[config.mk]
export PLATFORM = sky130hd
export DESIGN_NAME = plars_mul
export DESIGN_NICKNAME = d
export VERILOG_FILES = /design/src/rtl/plars_pkg.sv /design/src/rtl/plars_mul.sv
export SDC_FILE = /design/constraint.sdc
export NUM_CORES = 2
export LEC_CHECK = 0
export BUFFER_PORTS_ARGS = -buffer_cell sky130_fd_sc_hd__buf_4
export CORE_UTILIZATION = 61
export CTS_CLUSTER_SIZE = 14
export DETAILED_ROUTE_END_ITERATION = 10
export GPL_TIMING_DRIVEN = 0
export HOLD_SLACK_MARGIN = 0.1
export PLACE_DENSITY_LB_ADDON = 0.08
export SYNTH_ARGS = -nofsm -noshare
export SYNTH_HDL_FRONTEND = slang
export SYNTH_SLANG_ARGS = --single-unit
[constraint.sdc]
create_clock -name clk -period 9.4 [get_ports clk]
set_input_delay 0.94 -clock clk [delete_from_list [all_inputs] [get_ports clk]]
set_output_delay 0.94 -clock clk [all_outputs]
set_load 0.05 [all_outputs]
[src/rtl/plars_pkg.sv]
// Shared types, constants and helpers for the polyline arc-length resampler.
// No dependencies; imported by every module of the block.
package plars_pkg;

  localparam int MaxNodes = 256;
  localparam int NodeAw   = 8;    // node store address bits
  localparam int CountW   = 9;    // node count, holds MaxNodes itself
  localparam int CoordW   = 32;
  localparam int SegW     = 33;   // one segment length, floor sqrt of < 2^66
  localparam int TotW     = 42;   // sum of all segment lengths
  localparam int NumW     = 48;   // j * total
  localparam int DvdW     = 64;   // iterative unit dividend
  localparam int RadW     = 66;   // iterative unit radicand
  localparam int FracBits = 30;
  localparam int PcW      = 7;
  localparam int JW       = 6;
  localparam logic [PcW-1:0] PcMin = 7'd2;
  localparam logic [PcW-1:0] PcMax = 7'd64;
  localparam logic [6:0] DivSteps  = 7'd64;
  localparam logic [6:0] SqrtSteps = 7'd33;

  typedef enum logic [1:0] {
    KIND_APPEND   = 2'd0,
    KIND_CLEAR    = 2'd1,
    KIND_RESAMPLE = 2'd2,
    KIND_NONE     = 2'd3
  } kind_t;

  typedef enum logic {
    OP_SQRT = 1'b0,
    OP_DIV  = 1'b1
  } iter_op_t;

  typedef struct packed {
    logic     start;
    iter_op_t op;
  } iter_ctl_t;

  typedef struct packed {
    logic signed [CoordW-1:0] z;
    logic signed [CoordW-1:0] y;
    logic signed [CoordW-1:0] x;
  } node_t;

  // magnitude of a component difference; fits 32 bits for 32-bit operands
  function automatic logic [CoordW-1:0] mag(input logic signed [CoordW:0] d);
    logic [CoordW:0] m;
    m = d[CoordW] ? (~d + 33'd1) : d;
    return m[CoordW-1:0];
  endfunction

endpackage

[src/rtl/plars_mul.sv]
// Registered 32x32 unsigned multiplier shared by the resampler sequencer.
// Depends on plars_pkg.
module plars_mul (
  input  logic                              clk,
  input  logic [plars_pkg::CoordW-1:0]      a,
  input  logic [plars_pkg::CoordW-1:0]      b,
  output logic [2*plars_pkg::CoordW-1:0]    p
);
  import plars_pkg::*;

  always_ff @(posedge clk) begin
    p <= a * b;
  end

endmodule

==> impl_metrics.csv <==
group,metric,value,unit
run_status,status,"finished, violations left",
run_status,violations,"capacitance limit, slew limit",
layout,seqCellArea,1280,µm²
synthesis,synth_edf_count,0,
routing,drc,0,
setup_path,max_stage_delay,1110,ps
synthesis,yosysSeqAreaShare,3.69,%
synthesis,ys_seq_elements,64,
flow_run,max-cap-violations,1,
layout,top_register,"p",
global_routing,grt_use_total,43.7,%
layout,drive_gt1_share,4.29,%
clock_network,cts_setup_buffers,0,
global_routing,grt_start_max_net_pins,13,
layout,postLayoutCoreUtil,65.5,%
routing,vias_per_cell,5.84,
routing,wirelength,121,mm
global_routing,gr-total-overflow,0,
timing,rsz0062_at_grt,"no",
global_routing,met3_usage,12.3,%
setup_path,worst_ep_required_time,9670,ps
synthesis,synth_cells,3748,
synthesis,synth.distinct_cells,57,
layout,largest_reg_flops,64,
layout,multi_input_area,29300,µm²
synthesis,synthesis.nets,4972,
timing,worst_hold_slack,866,ps
die,dieArea,57800,µm²
global_routing,grt_use_met1,51.7,%
timing,slew_headroom,-0.0334,%
timing,worst_slew_pin_slew,1500,ps
timing,fin_crit_sh,99.7,%
setup_path,cp_slowest_cell,"clkbuf_1",
setup_path,cp.arrival,9640,ps
clock_network,cts_root_buf,"clkbuf_16",
placed_design,io_buffers,128,
synthesis,synth-async-reset-ratio,0,%
clock_network,cts_hold_buf,0,
global_routing,grt_antenna_before_repair,11,
layout,reg_top3,"p x64",
clock_network,post_cts_resized,0,
global_routing,use_met2,66.2,%
placed_design,gp_congestion,1.11,
timing,setup_viol,0,
clock_network,cts_buffers,9,
setup_path,cp_num_cells,24,
routing,wl_per_cell,26.0,µm
setup_path,worstSetupEndpoint,"p[62]",
layout,synthToLayoutAreaGrowth,6.38,%
timing,setup_tns,0,ps
synthesis,syn_area_per_cell,9.25,µm²
global_routing,busiest_layer,"met2",
layout,final_common_cell,"fa_1",
timing,final_max_slew_viol_count,10,
timing,post-route-min-period,9370,ps
setup_path,critPathBufInv,6,
clock_network,cts.sink_count,64,
min_path,min_path_type,"in2reg",
timing,finalHoldViolCount,0,
die,rows,87,
timing,fmax,107,MHz
routing,final_antenna_net_count,0,
synthesis,synth_area,34700,µm²
setup_path,endpoint_kind,"register",
global_routing,first_global_vias,27900,
setup_path,path_cells,"buf_4, clkbuf_1, nand2_1, fa_1, fa_1, inv_1, fa_1, fa_1, fa_1, fa_1, fa_1, inv_1, fa_1, inv_1, ha_1, buf_2, nand4_1, or4_1, or3_1, a31oi_1, a31o_2, a211oi_1, o21ai_1, xor2_1",
die,core,56300,µm²
setup_path,worst-path-max-fanout,10,
die,pin_count,129,
setup_path,path_common_cell,"fa_1",
clock_network,tritoncts,"built",
placed_design,dp_cells,4632,
die,dieHeight,240,µm
setup_path,cp_top_family,"adder cells",
die,start_util,61.6,%
die,die_x,240,µm
layout,finalNonFillerCells,4652,
synthesis,yosys_warnings,0,
setup_path,crit_type,"in2reg",
routing,vias,27100,
layout,final_cell_mix,"fa_1, inv_1, and2_1",
routing,drtIter0Drc,2452,
clock_network,clk_pin_slew,60,ps
setup_path,crit_start,"a[18]",
placed_design,dp_hpwl,101,mm
setup_path,cp-start-kind,"primary input",
layout,nFillCells,4938,
synthesis,synthFlopType,"dfxtp_1",
layout,layout.nets,5111,
clock_network,clockBufferDepth,2,
routing,drt-pass1-iter-count,5,
global_routing,grt_pass1_wl,176,mm
clock_network,htree_num_levels,3,
[kinds of logic (layout without fill, tap and decap cells)]
family | Yosys count | in the layout | synth area share, %
AOI/OAI and AO/OA | 202 | 202 | 4.15
xor gates and xnor gates | 60 | 60 | 1.52
adders and majority gates | 1159 | 1159 | 61.2
buffers and inverters | 1085 | 1229 | 11.8
DFF | 64 | 64 | 3.69
muxes | 1 | 1 | 0.0289
other | 0 | 4 | 0
and+or+nand+nor | 1177 | 1177 | 17.6
[Yosys cell counts (12+ instances only)]
| cell type | number | area share, % |
|---|---|---|
| nor2_1 | 20 | 0.22 |
| and3_1 | 14 | 0.25 |
| and2_1 | 602 | 11 |
| ha_1 | 263 | 9.5 |
| a31oi_1 | 12 | 0.22 |
| fa_1 | 896 | 52 |
| dfxtp_1 | 64 | 3.7 |
| clkbuf_1 | 213 | 2.3 |
| xor2_1 | 25 | 0.63 |
| inv_1 | 865 | 9.4 |
| a21o_1 | 40 | 0.87 |
| xnor2_1 | 35 | 0.88 |
| o21ai_0 | 21 | 0.30 |
| nand2_1 | 480 | 5.2 |
| a21oi_1 | 63 | 0.91 |
| nand4_1 | 23 | 0.41 |
[per-layer routing]
| metal | share of wire, % | vias up | wire length (µm) |
|---|---|---|---|
| met5 | 0.071 | - | 86 |
| met3 | 12 | 543 | 14500 |
| met2 | 45 | 1745 | 53900 |
| met1 | 33 | 13700 | 39900 |
| li1 | - | 11100 | - |
| met4 | 11 | 6 | 12800 |
[final cells by class]
type / instances / area share [%]
Multi-Input combinational cell: 2599 / 79.5
Inverter: 865 / 8.80
Sequential cell: 64 / 3.47
Timing Repair Buffer: 128 / 2.60
Tap cell: 756 / 2.56
Buffer: 220 / 2.26
Clock buffer: 9 / 0.611
Clock inverter: 7 / 0.193
Antenna cell: 4 / 0.0271
[worst min path at each step]
| stage | start | endpoint | slack, ps | cells after the start |
|---|---|---|---|---|
| 2_1_floorplan | b[0] | p[0] | 1070 | 1 |
| 3_3_place_gp | b[0] | p[0] | 1210 | 2 |
| 3_5_place_dp | b[0] | p[0] | 1220 | 2 |
| 4_1_cts | b[0] | p[0] | 860 | 2 |
| 5_1_grt | b[0] | p[0] | 870 | 2 |
| 6_report | b[0] | p[0] | 870 | 2 |
[per-stage QoR]
| stage | instance area, µm² | worst slack (ps) |
|---|---|---|
| 2_1_floorplan | 34700 | 1710 |
| 3_3_place_gp | 36600 | 208 |
| 3_5_place_dp | 36600 | 203 |
| 4_1_cts | 36900 | 529 |
| 5_1_grt | 36900 | 9.52 |
| 6_report | 36900 | 26.0 |
Power is left out: the tool's default activity adds up to more than one toggle a clock period on the data nets, which glitch-free logic cannot reach.
